## src/rtl/bpc_pkg.sv

```systemverilog
// Package for the barometric compensation block: codes, constants, types and helpers.
package bpc_pkg;

    // Datapath and configuration port sizes
    localparam int DATA_W     = 32;
    localparam int RAW_W      = 16;
    localparam int CAL_W      = 16;
    localparam int CFG_DATA_W = 48;
    localparam int CFG_IDX_W  = 3;
    localparam int OSS_W      = 2;
    localparam int SHIFT_W    = $clog2(DATA_W);
    localparam int DIV_CNT_W  = $clog2(DATA_W);

    // Compensation constants
    localparam logic [DATA_W-1:0] C_B6_OFS   = 32'd4000;
    localparam logic [DATA_W-1:0] C_P_SQ_K   = 32'd3038;
    localparam logic [DATA_W-1:0] C_P_LIN_K  = -32'sd7357;
    localparam logic [DATA_W-1:0] C_P_OFS    = 32'd3791;
    localparam logic [DATA_W-1:0] C_B4_OFS   = 32'd32768;
    localparam logic [DATA_W-1:0] C_B7_SCALE = 32'd50000;
    localparam logic [DATA_W-1:0] C_B7_HALF  = 32'h8000_0000;
    localparam logic [DATA_W-1:0] C_T_ROUND  = 32'd8;
    localparam logic [DATA_W-1:0] C_B3_ROUND = 32'd2;
    localparam logic [DATA_W-1:0] C_B3_TRUNC = 32'd3;
    localparam logic [DATA_W-1:0] C_X3_ROUND = 32'd2;

    // Input command and result kind codes
    localparam logic CMD_TEMP = 1'b0;
    localparam logic CMD_PRES = 1'b1;

    // Configuration register indexes
    typedef enum logic [CFG_IDX_W-1:0] {
        CFG_AC123 = 3'd0,
        CFG_AC456 = 3'd1,
        CFG_B12   = 3'd2,
        CFG_MCMD  = 3'd3,
        CFG_OSS   = 3'd4
    } t_cfg_idx;

    // Sequencer states
    typedef enum logic [4:0] {
        S_IDLE,
        S_T_MUL,
        S_T_DEN,
        S_T_CHK,
        S_DIV,
        S_T_B5,
        S_T_RES,
        S_P_B6,
        S_P_SQ,
        S_P_AC2,
        S_P_B2,
        S_P_AC3,
        S_P_B1,
        S_P_B3A,
        S_P_B3B,
        S_P_B3C,
        S_P_B3D,
        S_P_X3A,
        S_P_X3B,
        S_P_B4,
        S_P_B7A,
        S_P_B7B,
        S_P_DIV,
        S_P_SQP,
        S_P_X1,
        S_P_X2,
        S_P_SUM,
        S_P_CORR,
        S_P_FIN,
        S_OUT
    } t_state;

    // Multiplier control: post-shift amount and shift kind
    typedef struct packed {
        logic [SHIFT_W-1:0] sh;
        logic               arith;
    } t_mul_ctl;

    // Divider control
    typedef struct packed {
        logic start;
        logic is_signed;
    } t_div_ctl;

    // Arithmetic shift right of a 32-bit pattern
    function automatic logic [DATA_W-1:0] f_asr(input logic [DATA_W-1:0] v,
                                                input logic [SHIFT_W-1:0] n);
        logic signed [DATA_W-1:0] s;
        s = $signed(v);
        return DATA_W'(s >>> n);
    endfunction

endpackage

```

## src/rtl/bpc_in_if.sv

```systemverilog
// Input channel interface: raw reading items.
interface bpc_in_if;
    import bpc_pkg::*;

    logic             valid;
    logic             ready;
    logic             command;
    logic [RAW_W-1:0] raw_value;

    modport source (output valid, output command, output raw_value, input ready);
    modport sink   (input valid, input command, input raw_value, output ready);
endinterface

```

## src/rtl/bpc_out_if.sv

```systemverilog
// Output channel interface: compensated result items.
interface bpc_out_if;
    import bpc_pkg::*;

    logic                     valid;
    logic                     ready;
    logic                     kind;
    logic signed [DATA_W-1:0] value;
    logic                     div_error;

    modport source (output valid, output kind, output value, output div_error, input ready);
    modport sink   (input valid, input kind, input value, input div_error, output ready);
endinterface

```

## src/rtl/bpc_mul.sv

```systemverilog
// Shared multiplier: low 32 bits of a product, shifted right, registered.
module bpc_mul
    import bpc_pkg::*;
(
    input  logic              i_clk,
    input  logic [DATA_W-1:0] i_a,
    input  logic [DATA_W-1:0] i_b,
    input  t_mul_ctl          i_ctl,
    output logic [DATA_W-1:0] o_p
);

    logic [DATA_W-1:0] s_prod;
    logic [DATA_W-1:0] r_p;

    // Keep the wrapped low word of the product
    assign s_prod = DATA_W'(i_a * i_b);

    // Shift and register the product
    always_ff @(posedge i_clk) begin
        if (i_ctl.arith) begin
            r_p <= f_asr(s_prod, i_ctl.sh);
        end else begin
            r_p <= s_prod >> i_ctl.sh;
        end
    end

    assign o_p = r_p;

endmodule

```

## src/rtl/bpc_div.sv

```systemverilog
// Serial restoring divider, one quotient bit per cycle, optional signed mode.
module bpc_div
    import bpc_pkg::*;
(
    input  logic              i_clk,
    input  logic              i_rst_n,
    input  t_div_ctl          i_ctl,
    input  logic [DATA_W-1:0] i_dividend,
    input  logic [DATA_W-1:0] i_divisor,
    output logic              o_done,
    output logic [DATA_W-1:0] o_quot
);

    localparam logic [DIV_CNT_W-1:0] LAST_STEP = DIV_CNT_W'(DATA_W - 1);

    logic                 r_busy;
    logic                 r_done;
    logic [DIV_CNT_W-1:0] r_cnt;
    logic [DATA_W-1:0]    r_rem;
    logic [DATA_W-1:0]    r_quo;
    logic [DATA_W-1:0]    r_dsr;
    logic                 r_neg;

    logic [DATA_W:0]      s_shift;
    logic                 s_fit;
    logic [DATA_W:0]      s_trial;
    logic [DATA_W-1:0]    s_mag_a;
    logic [DATA_W-1:0]    s_mag_d;

    // Operand magnitudes in signed mode
    assign s_mag_a = (i_ctl.is_signed && i_dividend[DATA_W-1]) ? (~i_dividend + 1'b1)
                                                               : i_dividend;
    assign s_mag_d = (i_ctl.is_signed && i_divisor[DATA_W-1]) ? (~i_divisor + 1'b1)
                                                              : i_divisor;

    // Trial subtract of the shifted remainder
    assign s_shift = {r_rem, r_quo[DATA_W-1]};
    assign s_fit   = (s_shift >= {1'b0, r_dsr});
    assign s_trial = s_shift - {1'b0, r_dsr};

    // Control: run for one step per quotient bit, pulse done at the end
    always_ff @(posedge i_clk) begin
        if (!i_rst_n) begin
            r_busy <= 1'b0;
            r_done <= 1'b0;
            r_cnt  <= '0;
        end else begin
            r_done <= 1'b0;
            if (i_ctl.start) begin
                r_busy <= 1'b1;
                r_cnt  <= '0;
            end else if (r_busy) begin
                r_cnt <= r_cnt + 1'b1;
                if (r_cnt == LAST_STEP) begin
                    r_busy <= 1'b0;
                    r_done <= 1'b1;
                end
            end
        end
    end

    // Datapath: load magnitudes, then shift in one quotient bit a cycle
    always_ff @(posedge i_clk) begin
        if (i_ctl.start) begin
            r_rem <= '0;
            r_quo <= s_mag_a;
            r_dsr <= s_mag_d;
            r_neg <= i_ctl.is_signed & (i_dividend[DATA_W-1] ^ i_divisor[DATA_W-1]);
        end else if (r_busy) begin
            r_rem <= s_fit ? s_trial[DATA_W-1:0] : s_shift[DATA_W-1:0];
            r_quo <= {r_quo[DATA_W-2:0], s_fit};
        end
    end

    assign o_done = r_done;
    assign o_quot = r_neg ? (~r_quo + 1'b1) : r_quo;

endmodule

```

## src/rtl/baro_pressure_temp_compensation.sv

```systemverilog
// Top level of the barometric compensation block: calibration registers and sequencer.
//
// Each item carries one raw reading. A temperature item runs one multiply, four adds
// and a signed 32-step serial division; a pressure item runs ten passes through the
// shared multiplier, a chain of adds and an unsigned 32-step division; an item that
// hits a zero divisor ends early, before its division starts. The block takes one
// item at a time and is ready again once the result is in the output register, which
// holds it until the sink takes it. Calibration registers reset to zero and may be
// written only while no item is in flight.
module baro_pressure_temp_compensation
    import bpc_pkg::*;
(
    input  logic                  i_clk,
    input  logic                  i_rst_n,
    input  logic                  i_cfg_we,
    input  logic [CFG_IDX_W-1:0]  i_cfg_idx,
    input  logic [CFG_DATA_W-1:0] i_cfg_data,
    bpc_in_if.sink                i_in,
    bpc_out_if.source             o_out
);

    // Calibration registers
    logic [3*CAL_W-1:0] r_cal_ac123;
    logic [3*CAL_W-1:0] r_cal_ac456;
    logic [2*CAL_W-1:0] r_cal_b12;
    logic [2*CAL_W-1:0] r_cal_mcmd;
    logic [OSS_W-1:0]   r_oss;

    // Calibration words as 32-bit patterns
    logic [DATA_W-1:0] s_ac1, s_ac2, s_ac3, s_ac4, s_ac5, s_ac6;
    logic [DATA_W-1:0] s_b1, s_b2, s_mc, s_md;

    // Sequencer state and scratch registers
    t_state            r_state, n_state;
    logic              r_cmd, n_cmd;
    logic [RAW_W-1:0]  r_raw, n_raw;
    logic [DATA_W-1:0] r_b5, n_b5;
    logic [DATA_W-1:0] r_x1, n_x1;
    logic [DATA_W-1:0] r_x2, n_x2;
    logic [DATA_W-1:0] r_a, n_a;
    logic [DATA_W-1:0] r_b6, n_b6;
    logic [DATA_W-1:0] r_sq, n_sq;
    logic [DATA_W-1:0] r_t, n_t;
    logic [DATA_W-1:0] r_u, n_u;
    logic [DATA_W-1:0] r_b3, n_b3;
    logic [DATA_W-1:0] r_b4, n_b4;
    logic [DATA_W-1:0] r_p, n_p;
    logic              r_big, n_big;
    logic [DATA_W-1:0] r_val, n_val;
    logic              r_err, n_err;

    // Output register
    logic              r_ovalid;
    logic              r_okind;
    logic [DATA_W-1:0] r_ovalue;
    logic              r_oerr;
    logic              s_out_load;

    // Shared adder
    logic [DATA_W-1:0] s_add_a, s_add_b, s_sum;
    logic              s_add_cin;

    // Shared multiplier and divider hookup
    logic [DATA_W-1:0] s_mul_a, s_mul_b, s_mres;
    t_mul_ctl          s_mul_ctl;
    t_div_ctl          s_div_ctl;
    logic [DATA_W-1:0] s_div_a, s_div_d, s_quot;
    logic              s_div_done;

    // Unpack calibration words
    assign s_ac1 = DATA_W'($signed(r_cal_ac123[CAL_W-1:0]));
    assign s_ac2 = DATA_W'($signed(r_cal_ac123[2*CAL_W-1:CAL_W]));
    assign s_ac3 = DATA_W'($signed(r_cal_ac123[3*CAL_W-1:2*CAL_W]));
    assign s_ac4 = {{(DATA_W-CAL_W){1'b0}}, r_cal_ac456[CAL_W-1:0]};
    assign s_ac5 = {{(DATA_W-CAL_W){1'b0}}, r_cal_ac456[2*CAL_W-1:CAL_W]};
    assign s_ac6 = {{(DATA_W-CAL_W){1'b0}}, r_cal_ac456[3*CAL_W-1:2*CAL_W]};
    assign s_b1  = DATA_W'($signed(r_cal_b12[CAL_W-1:0]));
    assign s_b2  = DATA_W'($signed(r_cal_b12[2*CAL_W-1:CAL_W]));
    assign s_mc  = DATA_W'($signed(r_cal_mcmd[CAL_W-1:0]));
    assign s_md  = DATA_W'($signed(r_cal_mcmd[2*CAL_W-1:CAL_W]));

    // Take configuration writes; unknown indexes are dropped
    always_ff @(posedge i_clk) begin
        if (!i_rst_n) begin
            r_cal_ac123 <= '0;
            r_cal_ac456 <= '0;
            r_cal_b12   <= '0;
            r_cal_mcmd  <= '0;
            r_oss       <= '0;
        end else if (i_cfg_we) begin
            unique case (i_cfg_idx)
                CFG_AC123: r_cal_ac123 <= i_cfg_data[3*CAL_W-1:0];
                CFG_AC456: r_cal_ac456 <= i_cfg_data[3*CAL_W-1:0];
                CFG_B12:   r_cal_b12   <= i_cfg_data[2*CAL_W-1:0];
                CFG_MCMD:  r_cal_mcmd  <= i_cfg_data[2*CAL_W-1:0];
                CFG_OSS:   r_oss       <= i_cfg_data[OSS_W-1:0];
                default: ;
            endcase
        end
    end

    assign s_sum = s_add_a + s_add_b + {{(DATA_W-1){1'b0}}, s_add_cin};

    bpc_mul u_mul (
        .i_clk (i_clk),
        .i_a   (s_mul_a),
        .i_b   (s_mul_b),
        .i_ctl (s_mul_ctl),
        .o_p   (s_mres)
    );

    bpc_div u_div (
        .i_clk      (i_clk),
        .i_rst_n    (i_rst_n),
        .i_ctl      (s_div_ctl),
        .i_dividend (s_div_a),
        .i_divisor  (s_div_d),
        .o_done     (s_div_done),
        .o_quot     (s_quot)
    );

    // State register and the stored b5
    always_ff @(posedge i_clk) begin
        if (!i_rst_n) begin
            r_state <= S_IDLE;
            r_b5    <= '0;
        end else begin
            r_state <= n_state;
            r_b5    <= n_b5;
        end
    end

    // Scratch registers
    always_ff @(posedge i_clk) begin
        r_cmd <= n_cmd;
        r_raw <= n_raw;
        r_x1  <= n_x1;
        r_x2  <= n_x2;
        r_a   <= n_a;
        r_b6  <= n_b6;
        r_sq  <= n_sq;
        r_t   <= n_t;
        r_u   <= n_u;
        r_b3  <= n_b3;
        r_b4  <= n_b4;
        r_p   <= n_p;
        r_big <= n_big;
        r_val <= n_val;
        r_err <= n_err;
    end

    // Sequencer: each state drives the shared adder, multiplier and divider as its step needs
    always_comb begin
        n_state = r_state;
        n_cmd   = r_cmd;
        n_raw   = r_raw;
        n_b5    = r_b5;
        n_x1    = r_x1;
        n_x2    = r_x2;
        n_a     = r_a;
        n_b6    = r_b6;
        n_sq    = r_sq;
        n_t     = r_t;
        n_u     = r_u;
        n_b3    = r_b3;
        n_b4    = r_b4;
        n_p     = r_p;
        n_big   = r_big;
        n_val   = r_val;
        n_err   = r_err;

        s_add_a   = '0;
        s_add_b   = '0;
        s_add_cin = 1'b0;
        s_mul_a   = '0;
        s_mul_b   = '0;
        s_mul_ctl = '{sh: '0, arith: 1'b1};
        s_div_ctl = '{start: 1'b0, is_signed: 1'b0};
        s_div_a   = '0;
        s_div_d   = '0;

        unique case (r_state)
            S_IDLE: begin
                // Accept an item and pick the formula
                if (i_in.valid) begin
                    n_cmd   = i_in.command;
                    n_raw   = i_in.raw_value;
                    n_err   = 1'b0;
                    n_state = (i_in.command == CMD_PRES) ? S_P_B6 : S_T_MUL;
                end
            end

            // ---- temperature ----
            S_T_MUL: begin
                s_add_a   = {{(DATA_W-RAW_W){1'b0}}, r_raw};
                s_add_b   = ~s_ac6;
                s_add_cin = 1'b1;
                s_mul_a   = s_sum;
                s_mul_b   = s_ac5;
                s_mul_ctl = '{sh: SHIFT_W'(15), arith: 1'b1};
                n_state   = S_T_DEN;
            end
            S_T_DEN: begin
                s_add_a = s_mres;
                s_add_b = s_md;
                n_x1    = s_mres;
                n_a     = s_sum;
                n_state = S_T_CHK;
            end
            S_T_CHK: begin
                // Flag a zero divisor, else start the signed division
                if (r_a == '0) begin
                    n_val   = '0;
                    n_err   = 1'b1;
                    n_state = S_OUT;
                end else begin
                    s_div_ctl = '{start: 1'b1, is_signed: 1'b1};
                    s_div_a   = s_mc << 11;
                    s_div_d   = r_a;
                    n_state   = S_DIV;
                end
            end
            S_DIV: begin
                // Wait for the quotient, then resume the formula in progress
                if (s_div_done) begin
                    if (r_cmd == CMD_TEMP) begin
                        n_x2    = s_quot;
                        n_state = S_T_B5;
                    end else begin
                        n_p     = r_big ? {s_quot[DATA_W-2:0], 1'b0} : s_quot;
                        n_state = S_P_SQP;
                    end
                end
            end
            S_T_B5: begin
                s_add_a = r_x1;
                s_add_b = r_x2;
                n_b5    = s_sum;
                n_state = S_T_RES;
            end
            S_T_RES: begin
                s_add_a = r_b5;
                s_add_b = C_T_ROUND;
                n_val   = f_asr(s_sum, SHIFT_W'(4));
                n_state = S_OUT;
            end

            // ---- pressure: b6 and its square ----
            S_P_B6: begin
                s_add_a   = r_b5;
                s_add_b   = ~C_B6_OFS;
                s_add_cin = 1'b1;
                n_b6      = s_sum;
                n_state   = S_P_SQ;
            end
            S_P_SQ: begin
                s_mul_a   = r_b6;
                s_mul_b   = r_b6;
                s_mul_ctl = '{sh: SHIFT_W'(12), arith: 1'b1};
                n_state   = S_P_AC2;
            end
            S_P_AC2: begin
                n_sq      = s_mres;
                s_mul_a   = s_ac2;
                s_mul_b   = r_b6;
                s_mul_ctl = '{sh: SHIFT_W'(11), arith: 1'b1};
                n_state   = S_P_B2;
            end
            S_P_B2: begin
                n_x2      = s_mres;
                s_mul_a   = s_b2;
                s_mul_b   = r_sq;
                s_mul_ctl = '{sh: SHIFT_W'(11), arith: 1'b1};
                n_state   = S_P_AC3;
            end
            S_P_AC3: begin
                n_x1      = s_mres;
                s_mul_a   = s_ac3;
                s_mul_b   = r_b6;
                s_mul_ctl = '{sh: SHIFT_W'(13), arith: 1'b1};
                n_state   = S_P_B1;
            end
            S_P_B1: begin
                n_t       = s_mres;
                s_mul_a   = s_b1;
                s_mul_b   = r_sq;
                s_mul_ctl = '{sh: SHIFT_W'(16), arith: 1'b1};
                n_state   = S_P_B3A;
            end

            // ---- pressure: b3 ----
            S_P_B3A: begin
                n_u     = s_mres;
                s_add_a = s_ac1 << 2;
                s_add_b = r_x1;
                n_a     = s_sum;
                n_state = S_P_B3B;
            end
            S_P_B3B: begin
                s_add_a = r_a;
                s_add_b = r_x2;
                n_a     = s_sum;
                n_state = S_P_B3C;
            end
            S_P_B3C: begin
                s_add_a = r_a << r_oss;
                s_add_b = C_B3_ROUND;
                n_a     = s_sum;
                n_state = S_P_B3D;
            end
            S_P_B3D: begin
                // Divide by four, truncating toward zero
                s_add_a = r_a;
                s_add_b = r_a[DATA_W-1] ? C_B3_TRUNC : '0;
                n_b3    = f_asr(s_sum, SHIFT_W'(2));
                n_state = S_P_X3A;
            end

            // ---- pressure: x3 and b4 ----
            S_P_X3A: begin
                s_add_a = r_t;
                s_add_b = r_u;
                n_a     = s_sum;
                n_state = S_P_X3B;
            end
            S_P_X3B: begin
                s_add_a = r_a;
                s_add_b = C_X3_ROUND;
                n_a     = f_asr(s_sum, SHIFT_W'(2));
                n_state = S_P_B4;
            end
            S_P_B4: begin
                s_add_a   = r_a;
                s_add_b   = C_B4_OFS;
                s_mul_a   = s_ac4;
                s_mul_b   = s_sum;
                s_mul_ctl = '{sh: SHIFT_W'(15), arith: 1'b0};
                n_state   = S_P_B7A;
            end

            // ---- pressure: b7 and the division ----
            S_P_B7A: begin
                n_b4      = s_mres;
                s_add_a   = {{(DATA_W-RAW_W){1'b0}}, r_raw};
                s_add_b   = ~r_b3;
                s_add_cin = 1'b1;
                n_a       = s_sum;
                n_state   = S_P_B7B;
            end
            S_P_B7B: begin
                if (r_b4 == '0) begin
                    n_val   = '0;
                    n_err   = 1'b1;
                    n_state = S_OUT;
                end else begin
                    s_mul_a   = r_a;
                    s_mul_b   = C_B7_SCALE >> r_oss;
                    s_mul_ctl = '{sh: '0, arith: 1'b0};
                    n_state   = S_P_DIV;
                end
            end
            S_P_DIV: begin
                // Double before dividing unless the top bit is set
                n_big     = (s_mres >= C_B7_HALF);
                s_div_ctl = '{start: 1'b1, is_signed: 1'b0};
                s_div_a   = (s_mres >= C_B7_HALF) ? s_mres : {s_mres[DATA_W-2:0], 1'b0};
                s_div_d   = r_b4;
                n_state   = S_DIV;
            end

            // ---- pressure: final correction ----
            S_P_SQP: begin
                s_mul_a   = f_asr(r_p, SHIFT_W'(8));
                s_mul_b   = f_asr(r_p, SHIFT_W'(8));
                s_mul_ctl = '{sh: '0, arith: 1'b1};
                n_state   = S_P_X1;
            end
            S_P_X1: begin
                s_mul_a   = s_mres;
                s_mul_b   = C_P_SQ_K;
                s_mul_ctl = '{sh: SHIFT_W'(16), arith: 1'b1};
                n_state   = S_P_X2;
            end
            S_P_X2: begin
                n_x1      = s_mres;
                s_mul_a   = C_P_LIN_K;
                s_mul_b   = r_p;
                s_mul_ctl = '{sh: SHIFT_W'(16), arith: 1'b1};
                n_state   = S_P_SUM;
            end
            S_P_SUM: begin
                s_add_a = r_x1;
                s_add_b = s_mres;
                n_a     = s_sum;
                n_state = S_P_CORR;
            end
            S_P_CORR: begin
                s_add_a = r_a;
                s_add_b = C_P_OFS;
                n_a     = f_asr(s_sum, SHIFT_W'(4));
                n_state = S_P_FIN;
            end
            S_P_FIN: begin
                s_add_a = r_p;
                s_add_b = r_a;
                n_val   = s_sum;
                n_state = S_OUT;
            end

            S_OUT: begin
                // Hand the result over once the output register is free
                if (s_out_load) begin
                    n_state = S_IDLE;
                end
            end

            default: begin
                n_state = S_IDLE;
            end
        endcase
    end

    assign s_out_load = (r_state == S_OUT) && (!r_ovalid || o_out.ready);

    // Output register valid: set on load, drop when taken
    always_ff @(posedge i_clk) begin
        if (!i_rst_n) begin
            r_ovalid <= 1'b0;
        end else if (s_out_load) begin
            r_ovalid <= 1'b1;
        end else if (o_out.ready) begin
            r_ovalid <= 1'b0;
        end
    end

    // Output register payload
    always_ff @(posedge i_clk) begin
        if (s_out_load) begin
            r_okind  <= r_cmd;
            r_ovalue <= r_val;
            r_oerr   <= r_err;
        end
    end

    assign i_in.ready      = (r_state == S_IDLE);
    assign o_out.valid     = r_ovalid;
    assign o_out.kind      = r_okind;
    assign o_out.value     = $signed(r_ovalue);
    assign o_out.div_error = r_oerr;

endmodule

```

## src/flat_wrapper.sv

```systemverilog
// flat-port wrapper written by rule: the top's interface ports become plain ports
module baro_pressure_temp_compensation_flat import bpc_pkg::*;
  (i_clk, i_rst_n, i_cfg_we, i_cfg_idx, i_cfg_data, i_in_valid, i_in_command, i_in_raw_value, i_in_ready, o_out_valid, o_out_kind, o_out_value, o_out_div_error, o_out_ready);
  bpc_in_if i_in_i ();
  bpc_out_if o_out_i ();
  input  logic i_clk;
  input  logic i_rst_n;
  input  logic i_cfg_we;
  input  logic [CFG_IDX_W-1:0] i_cfg_idx;
  input  logic [CFG_DATA_W-1:0] i_cfg_data;
  input wire logic [$bits(i_in_i.valid)-1:0] i_in_valid;
  input wire logic [$bits(i_in_i.command)-1:0] i_in_command;
  input wire logic [$bits(i_in_i.raw_value)-1:0] i_in_raw_value;
  output wire logic [$bits(i_in_i.ready)-1:0] i_in_ready;
  output wire logic [$bits(o_out_i.valid)-1:0] o_out_valid;
  output wire logic [$bits(o_out_i.kind)-1:0] o_out_kind;
  output wire logic [$bits(o_out_i.value)-1:0] o_out_value;
  output wire logic [$bits(o_out_i.div_error)-1:0] o_out_div_error;
  input wire logic [$bits(o_out_i.ready)-1:0] o_out_ready;
  assign i_in_i.valid = i_in_valid;
  assign i_in_i.command = i_in_command;
  assign i_in_i.raw_value = i_in_raw_value;
  assign i_in_ready = i_in_i.ready;
  assign o_out_valid = o_out_i.valid;
  assign o_out_kind = o_out_i.kind;
  assign o_out_value = o_out_i.value;
  assign o_out_div_error = o_out_i.div_error;
  assign o_out_i.ready = o_out_ready;
  baro_pressure_temp_compensation u_core (.i_clk(i_clk), .i_rst_n(i_rst_n), .i_cfg_we(i_cfg_we), .i_cfg_idx(i_cfg_idx), .i_cfg_data(i_cfg_data), .i_in(i_in_i), .o_out(o_out_i));
endmodule
```

## config.mk

```make
export PLATFORM = sky130hd
export DESIGN_NAME = baro_pressure_temp_compensation_flat
export DESIGN_NICKNAME = d
export VERILOG_FILES = /design/src/rtl/bpc_pkg.sv /design/src/rtl/bpc_in_if.sv /design/src/rtl/bpc_out_if.sv /design/src/rtl/bpc_mul.sv /design/src/rtl/bpc_div.sv /design/src/rtl/baro_pressure_temp_compensation.sv /design/src/flat_wrapper.sv
export SDC_FILE = /design/constraint.sdc
export NUM_CORES = 2
export LEC_CHECK = 0
export ABC_AREA = 1
export BUFFER_PORTS_ARGS = -buffer_cell sky130_fd_sc_hd__buf_4
export CELL_PAD_IN_SITES_DETAIL_PLACEMENT = 0
export CELL_PAD_IN_SITES_GLOBAL_PLACEMENT = 1
export CORE_MARGIN = 1.5
export CORE_UTILIZATION = 49
export CTS_BUF_LIST = sky130_fd_sc_hd__clkbuf_16
export CTS_CLUSTER_SIZE = 25
export DETAILED_ROUTE_END_ITERATION = 6
export GPL_TIMING_DRIVEN = 1
export PLACE_DENSITY_LB_ADDON = 0.2
export RECOVER_POWER = 25
export SLEW_MARGIN = 20
export SYNTH_ARGS = -nofsm -noshare
export SYNTH_HDL_FRONTEND = slang
export SYNTH_SLANG_ARGS = --single-unit
export TNS_END_PERCENT = 30
```

## constraint.sdc

```tcl
create_clock -name i_clk -period 13.25 [get_ports i_clk]
set_input_delay 3.3125 -clock i_clk [delete_from_list [all_inputs] [get_ports i_clk]]
set_output_delay 3.3125 -clock i_clk [all_outputs]
set_load 0.01 [all_outputs]
```

-- After elaboration in Yosys (flattened, before gate mapping)
Cells that the tools add are included.
- $add $sub $neg: 7
- multiply operators: 1
- magnitude comparators: 2
- eq/ne operators: 40
- shift-type cells: 4
- mux-type cells: 50
- bitwise logic cells: 9
- reduce and logical (&&, ||, !) cells: 42
- operators with widths (cell ; count):
    2-to-1 mux 32 bit ; 17
    case mux 32 bit (14 select lines) ; 1
    case mux 32 bit (11 select lines) ; 1
    case mux 32 bit (9 select lines) ; 1
    case mux 32 bit (8 select lines) ; 1
    case mux 32 bit (2 select lines) ; 3
    case mux 5 bit (29 select lines) ; 1
    inverter 32 bit ; 4
    case mux 32 bit (4 select lines) ; 1
    adder 32 x 1 -> 32 bit, second input constant ; 3
    case mux 32 bit (3 select lines) ; 1
    == test 5 bit, second input constant ; 15
    logical NOT 32 bit ; 2
    case mux 6 bit (7 select lines) ; 1
    == test 5 x 4 -> 1 bit, second input constant ; 8
    >= comparator 33 x 32 -> 1 bit ; 1
    adder 32 x 1 -> 32 bit ; 1
    adder 32 bit ; 1
    >= comparator 32 bit, second input constant ; 1
    multiplier 32 x 32 -> 32 bit ; 1
    inverter 16 -> 32 bit ; 1
    left shift 32 x 2 -> 32 bit ; 1
    >> shifter 16 x 2 -> 32 bit, first input constant ; 1
    >> shifter 32 x 5 -> 32 bit ; 1
    other kinds (36) ; 86
- bits in registers: 739
- bits of input ports: 73
- output and inout bits: 36
- word-level logic and storage cells: 190

-- Depth between registers and ports, before layout
- depth after elaboration: 9
- depth in mapped cells: 66

-- By module
From an unflattened synthesis, not the netlist that was laid out.
- cells, all modules: 7908
- area total of the unflattened synthesis: 59630.9 um2
- modules (own cells, without submodules) (module ; times used ; cells an instance ; area each (um2) ; sequential area each (um2)):
    baro_pressure_temp_compensation ; 1 ; 3612 ; 30583.1 ; 16105.4
    bpc_mul ; 1 ; 2846 ; 19806.5 ; 640.6
    bpc_div ; 1 ; 1450 ; 9241.4 ; 2732.6

-- Worst setup path before layout
No wires, ideal clock.
- path kind: flip-flop to flip-flop
- start: reg u_core.r_state[0]
- end: reg u_core.u_mul.r_p[23], in the netlist u_core.u_mul.o_p[23]
- setup time: 133 ps
- data arrival time: 11565 ps
- required time: 13117 ps
- path slack: 1553 ps
- cell stages (with the launch flop): 57
- period minus slack after synthesis: 11697 ps
- path through: dfxtp_1 -> nor2_2 -> nand2_1 -> nor2_1 -> nor2_1 -> inv_1 -> clkbuf_1 -> a221oi_1 -> o211ai_1 -> fa_1 -> inv_1 -> fa_1 -> inv_1 -> nand3_1 -> nand2_1 -> xor2_1 -> inv_1 -> o21ai_0 -> [... 21 more ...] -> a21boi_0 -> o21ai_0 -> a21oi_1 -> o21ai_0 -> nand2_1 -> nand2_1 -> nand2_1 -> nand2_1 -> inv_1 -> o21ai_0 -> xnor2_1 -> inv_1 -> nand2_1 -> nand2_1 -> o21ai_0 -> o21ai_1 -> nand2_1 -> o311ai_1
- cells in the longest elaborated chain, start to end: 9
- ends and longest elaborated chain (element ; RTL line ; text):
    start: declaration ; baro_pressure_temp_compensation.sv:34 ; t_state r_state, n_state;
    start signal: assignment ; baro_pressure_temp_compensation.sv:128 ; r_state <= n_state;
    == test 5 x 4 -> 1 bit, or another cell as far along ; baro_pressure_temp_compensation.sv:182 ; unique case (r_state)
    OR reduction 5 bit (no line) / OR reduction 2 bit (equally long branches) ; -- ;
    case mux 32 bit (9 select lines) / case mux 32 bit (14 select lines) (equally long branches) ; baro_pressure_temp_compensation.sv:182 ;
    adder 32 bit ; baro_pressure_temp_compensation.sv:102 ; assign s_sum = s_add_a + s_add_b + {{(DATA_W-1){1'b0}}, s_add_cin};
    adder 32 x 1 -> 32 bit (*) ; baro_pressure_temp_compensation.sv:102 ;
    via u_core.s_sum[4] ; baro_pressure_temp_compensation.sv:60 ; logic [DATA_W-1:0] s_add_a, s_add_b, s_sum;
    case mux 32 bit (11 select lines) / case mux 32 bit (8 select lines) (equally long branches) ; baro_pressure_temp_compensation.sv:182 ;
    multiplier 32 x 32 -> 32 bit (*) ; bpc_mul.sv:16 ; assign s_prod = DATA_W'(i_a * i_b);
    >> shifter 32 x 5 -> 32 bit / >>> shifter 32 x 5 -> 32 bit (equally long branches) ; bpc_mul.sv:23, bpc_pkg.sv:91 ;
    2-to-1 mux 32 bit (*) ; bpc_mul.sv:20 ; if (i_ctl.arith) begin
    end signal: assignment ; bpc_mul.sv:21 ; r_p <= f_asr(s_prod, i_ctl.sh);
    end signal: assignment ; bpc_mul.sv:23 ; r_p <= s_prod >> i_ctl.sh;
    end: declaration ; bpc_mul.sv:13 ; logic [DATA_W-1:0] r_p;
Mark *: on every way through the listed nets, which the timed path passes. The rest lies on a longest branch.
A chain may end at the register's enable or synchronous reset.

-- Final worst setup path
- start: reg u_core.r_state[2]
- end: reg u_core.u_mul.r_p[14], in the netlist u_core.u_mul.o_p[14]
Same word-level chain as after synthesis.

==> results.txt <==
- Hold repair after CTS inserted 0 buffers.
* Area of the die: 117000 um^2
* Peak supply drop: approximately 0.00011 V
- In this run, distinct cell masters in the synthesized netlist total 66.
- The number of setup buffers added after CTS is 0.
- In the synthesized netlist the dominant register cell turns out to be edfxtp_1.
- FF-to-FF path depth: 49
- Buffers placed on the I/O ports in this run total roughly 110.
- Placer Congestion: 1.09
- The max-slew violation count came to 204.
- Using the TritonRoute via totals, the vias-per-cell ratio works out to 6.03.
* Total power per unit cell area: between 150 and 200 nW/um^2
- Clock tree from TritonCTS: yes
- For this run, the total global-route usage over all layers was measured as 42.4%.
* Critical-path cell with the highest stage delay: nor2_1
* Post-synth EDFFs: 468
- Reg-to-reg critical path endpoint: u_core.u_mul.o_p[14]
* Sw frac: between 40 and 50%
- The smallest clock period supported by the final layout is computed as 12.63 ns.
- Synth Register Bits: around 740
* Power spent charging and discharging nets: 5.03 mW
- The core region is approximately 110000 um^2.
* Effective utilization at floorplan: 49.3%
* Number of filler instances in the final layout: 11000
- The floorplan has between 100 and 150 rows.
- From left edge to right edge, the die measures 342 um.
* Gate Count Post-Synth: just over 7000
- Worst clock skew on the final layout: 0.0263 ns
- Summed instance area of the synthesized netlist: roughly 56000 um^2
- Across all hold checks on the routed design, the worst slack comes to 0.414 ns.
- Pwr Total: slightly above 10 mW
* Number of hold-slack violations in the final timing report: 0
- Timing analysis after detailed placement gives a worst setup slack of 1.10 ns.
- Counting flops with an async set or reset pin after synthesis yields a share of 0%.
- Post-route setup slack: 0.617 ns
* Capture point of the critical path: u_core.u_mul.o_p[14]
* Yosys Warn Count: 0
* Worst-Skew Late Latency: 0.67 ns
* Cell-internal power: 5.36 mW
- The worst path uses 95.3% of the clock period.
- The routed design has 250000 um of wire.
- Fmax: 79.2 MHz
- Of the cells placed in the final design, the portion with a size suffix greater than 1 is slightly above 7%.
- Global-route wire length before repair: between 300000 and 400000 um
- Origin of the critical flop-to-flop path: u_core.r_state[2]
- Hold crit path type: reg2reg
- Entering global routing, the biggest net connects 70 pins.
- By startpoint and endpoint, the worst setup path is classified as reg2reg.
* Root buffer cell: clkbuf_16
- Summed over all cells, the static leakage comes to 28.7 nW.
- The run finished, with violations left.
* Endpoint kind of the worst setup timing path: flip-flop
- Post-CTS Resized: 0
- Headroom to the max-slew limit came out at -105%.
- Largest fanout on the critical path: 27
- Measured along the y axis, the die boundary spans 342 um.
- In this run, the combinational gates consume 46.5% of the power.
- Once detail routing completed, the nets flagged for antenna violations numbered 0.
* Clock transition at path regs: 0.06 ns
- Sequential Power Share: 32.0%
- Final sum of negative setup slack: 0 ns
* Part of the power in the clock network: 21.5%
- STA classifies the critical path startpoint as a flip-flop.
* Routed wirelength normalized by instance count: 28.5 um
- Startpoint of the most critical hold path: u_core.r_val[6]
- Transition time of the tightest slew-check pin: just over 3 ns
* Maximum clock path buffer count: 3
- The via count of the first global-routing pass was roughly 50000.
- For this design the top-level I/O count stands at 109.
- The detailed router finished its first iteration with 7596 violations.
* Data arrival time of the worst path: 13.17 ns
- At the end of the flow, the number of nets in the layout was 7874.
- Register area share after synthesis: approximately a third
* Average cell area after synthesis: 7.93 um^2
* Reg-to-reg setup timing slack: around 0.6 ns
- Sink Count: between 700 and 800
- Total global routing overflow: 0
* Final setup violation count: 0
- Post-route DRC violation count: 1
- Setup repair after global routing left no endpoint under its margin.
- CP dominant cell by count: nand2_1
- Tracing the worst setup path back leads to its startpoint at u_core.r_state[2].
- Failing checks: design-rule violations, max-capacitance violations, max-slew violations
- Max-cap violations: 8
* Vias: ~53000
- The first detailed-routing pass took 7 iterations.
- On the worst path, the slowest cell contributes a delay of 0.69 ns.
- The number of clock buffers added by TritonCTS is 80.
- The initial antenna violation count is 16.
* Syn-to-layout area delta: 9.93%
- Once detailed placement completed, the half-perimeter wirelength came to 193000 um.
* Post-synth net total: 7768
- Depth of the CTS H-tree: 3
- STA puts the critical path data required time at 13.79 ns.
==> flip-flops by register name, summed over array words and instances (netlist names), 16 cells and up <==
register	flops
u_core.o_out.value	32
u_core.r_a	32
u_core.r_b3	30
u_core.r_b4	32
u_core.r_b5	32
u_core.r_b6	32
u_core.r_cal_ac123	48
u_core.r_cal_ac456	48
u_core.r_cal_b12	32
u_core.r_cal_mcmd	32
u_core.r_p	32
u_core.r_raw	16
u_core.r_sq	32
u_core.r_t	32
u_core.r_u	32
u_core.r_val	32
u_core.r_x1	32
u_core.r_x2	32
u_core.u_div.r_dsr	32
u_core.u_div.r_quo	32
u_core.u_div.r_rem	32
u_core.u_mul.o_p	32
==> metrics by stage <==
step | util [%] | area [um^2] | cells
after global placement | 52.1 | 59400 | 8626
after global routing | 54.2 | 61800 | 8775
after CTS | 54.3 | 62000 | 8775
after detailed placement | 52.1 | 59400 | 8626
final | 54.2 | 61800 | 8780
after floorplan | - | 56200 | 7090
==> placed cells by master (no fill, tap or decap), types with 7 or more instances in the layout <==
| cell | Yosys | final |
|---|---|---|
| a2111oi_0 | 17 | 17 |
| a211oi_1 | 20 | 19 |
| a21oi_1 | 289 | 289 |
| a221oi_1 | 59 | 59 |
| a22oi_1 | 49 | 49 |
| a31oi_1 | 9 | 9 |
| buf_4 | 11 | 283 |
| clkbuf_1 | 231 | 36 |
| clkbuf_16 | 0 | 83 |
| clkinv_1 | 14 | 21 |
| clkinv_2 | 0 | 16 |
| clkinvlp_4 | 0 | 7 |
| dfxtp_1 | 271 | 270 |
| edfxtp_1 | 468 | 468 |
| fa_1 | 411 | 411 |
| ha_1 | 194 | 194 |
| inv_1 | 1202 | 1227 |
| inv_2 | 32 | 31 |
| nand2_1 | 1626 | 1627 |
| nand2_2 | 18 | 17 |
| nand3_1 | 240 | 237 |
| nand3b_1 | 20 | 20 |
| nand4_1 | 52 | 52 |
| nor2_1 | 669 | 662 |
| nor2_2 | 12 | 14 |
| nor2_4 | 3 | 8 |
| nor3_1 | 68 | 65 |
| nor4_1 | 22 | 22 |
| o2111ai_1 | 26 | 26 |
| o211ai_1 | 67 | 67 |
| o21ai_0 | 556 | 556 |
| o21ai_1 | 23 | 20 |
| o221ai_1 | 39 | 39 |
| o22ai_1 | 84 | 84 |
| or2_2 | 12 | 12 |
| xnor2_1 | 51 | 51 |
| xor2_1 | 101 | 101 |
==> area by class of cell <==
class / count / area, um^2 / share of cell area (%)
flip-flops and latches: 739 / 19500 / 31.5
repair buffers: 319 / 2260 / 3.66
inverters: 1249 / 4690 / 7.59
multi-input cells: 4807 / 30900 / 50.1
diodes: 5 / 12.5 / 0.0202
clock buffers: 83 / 2080 / 3.36
clock inverters: 66 / 444 / 0.719
well taps: 1512 / 1890 / 3.06
==> per-layer routing <==
layer	share of wire, %	global-route usage [%]	wire length (um)
met1	39	57.7	97700
met4	6.6	22.6	16500
met3	14	13.4	34400
met2	41	59.8	102000
met5	0.032	0	80
==> worst min path at each step <==
stage	end	slack, ns	cells past startpoint
3_5_place_dp	u_core.o_out.value[18]	0.40	0
4_1_cts	u_core.o_out.value[6]	0.41	0
3_3_place_gp	u_core.o_out.value[28]	0.40	0
5_1_grt	u_core.o_out.value[6]	0.42	0
2_1_floorplan	u_core.o_out.div_error	0.40	0
6_report	u_core.o_out.value[6]	0.41	0
==> worst max-delay path: cells and delay by family (launching register included) <==
kind	cells	cell delay [ns]
AO/OA/AOI/OAI	6	1.18
flip-flops	1	0.43
XOR/XNOR	1	0.30
buffers and inverters	8	1.50
AND/OR/NAND/NOR	24	4.10
adder cells (fa/ha/maj)	10	4.96
==> cells by family (layout without fill, tap and decap cells) <==
| family | count (synthesis) | after routing | synth area share, % |
|---|---|---|---|
| buf+inv | 1544 | 1717 | 10.5 |
| xor+xnor | 152 | 152 | 2.37 |
| compound gates | 1284 | 1284 | 13.5 |
| fa+ha+maj | 605 | 605 | 19.0 |
| mux | 3 | 3 | 0.0534 |
| simple gates | 2763 | 2763 | 20.0 |
| other cells | 0 | 5 | 0 |
| flops | 739 | 739 | 34.6 |
==> cells in the mapped netlist (all sizes together) (49+ instances only) <==
master / instances / area share, %
inv: 1235 / 8.3
o21ai: 581 / 5.2
dfxtp: 271 / 9.7
xnor2: 51 / 0.79
a221oi: 61 / 0.97
clkbuf: 231 / 1.5
nor3: 70 / 0.64
a21oi: 291 / 2.6
edfxtp: 468 / 25
o22ai: 84 / 0.93
fa: 411 / 15
o211ai: 69 / 0.94
nor2: 684 / 4.7
ha: 194 / 4.3
buf: 64 / 0.60
a22oi: 49 / 0.65
xor2: 101 / 1.6
nand3: 243 / 2.2
nand2: 1646 / 11
nand4: 52 / 0.58
==> power by group through the flow <==
stage / sequential [mW] / clock [mW] / combinational, mW
3_5_place_dp: 3.33 / 0 / 4.59
5_1_grt: 3.31 / 2.31 / 5.02
6_report: 3.32 / 2.23 / 4.83
2_1_floorplan: 3.17 / 0 / 2.49
3_3_place_gp: 3.33 / 0 / 4.59
4_1_cts: 3.29 / 2.23 / 4.62
No activity file was read; power rests on OpenSTA's default activity.
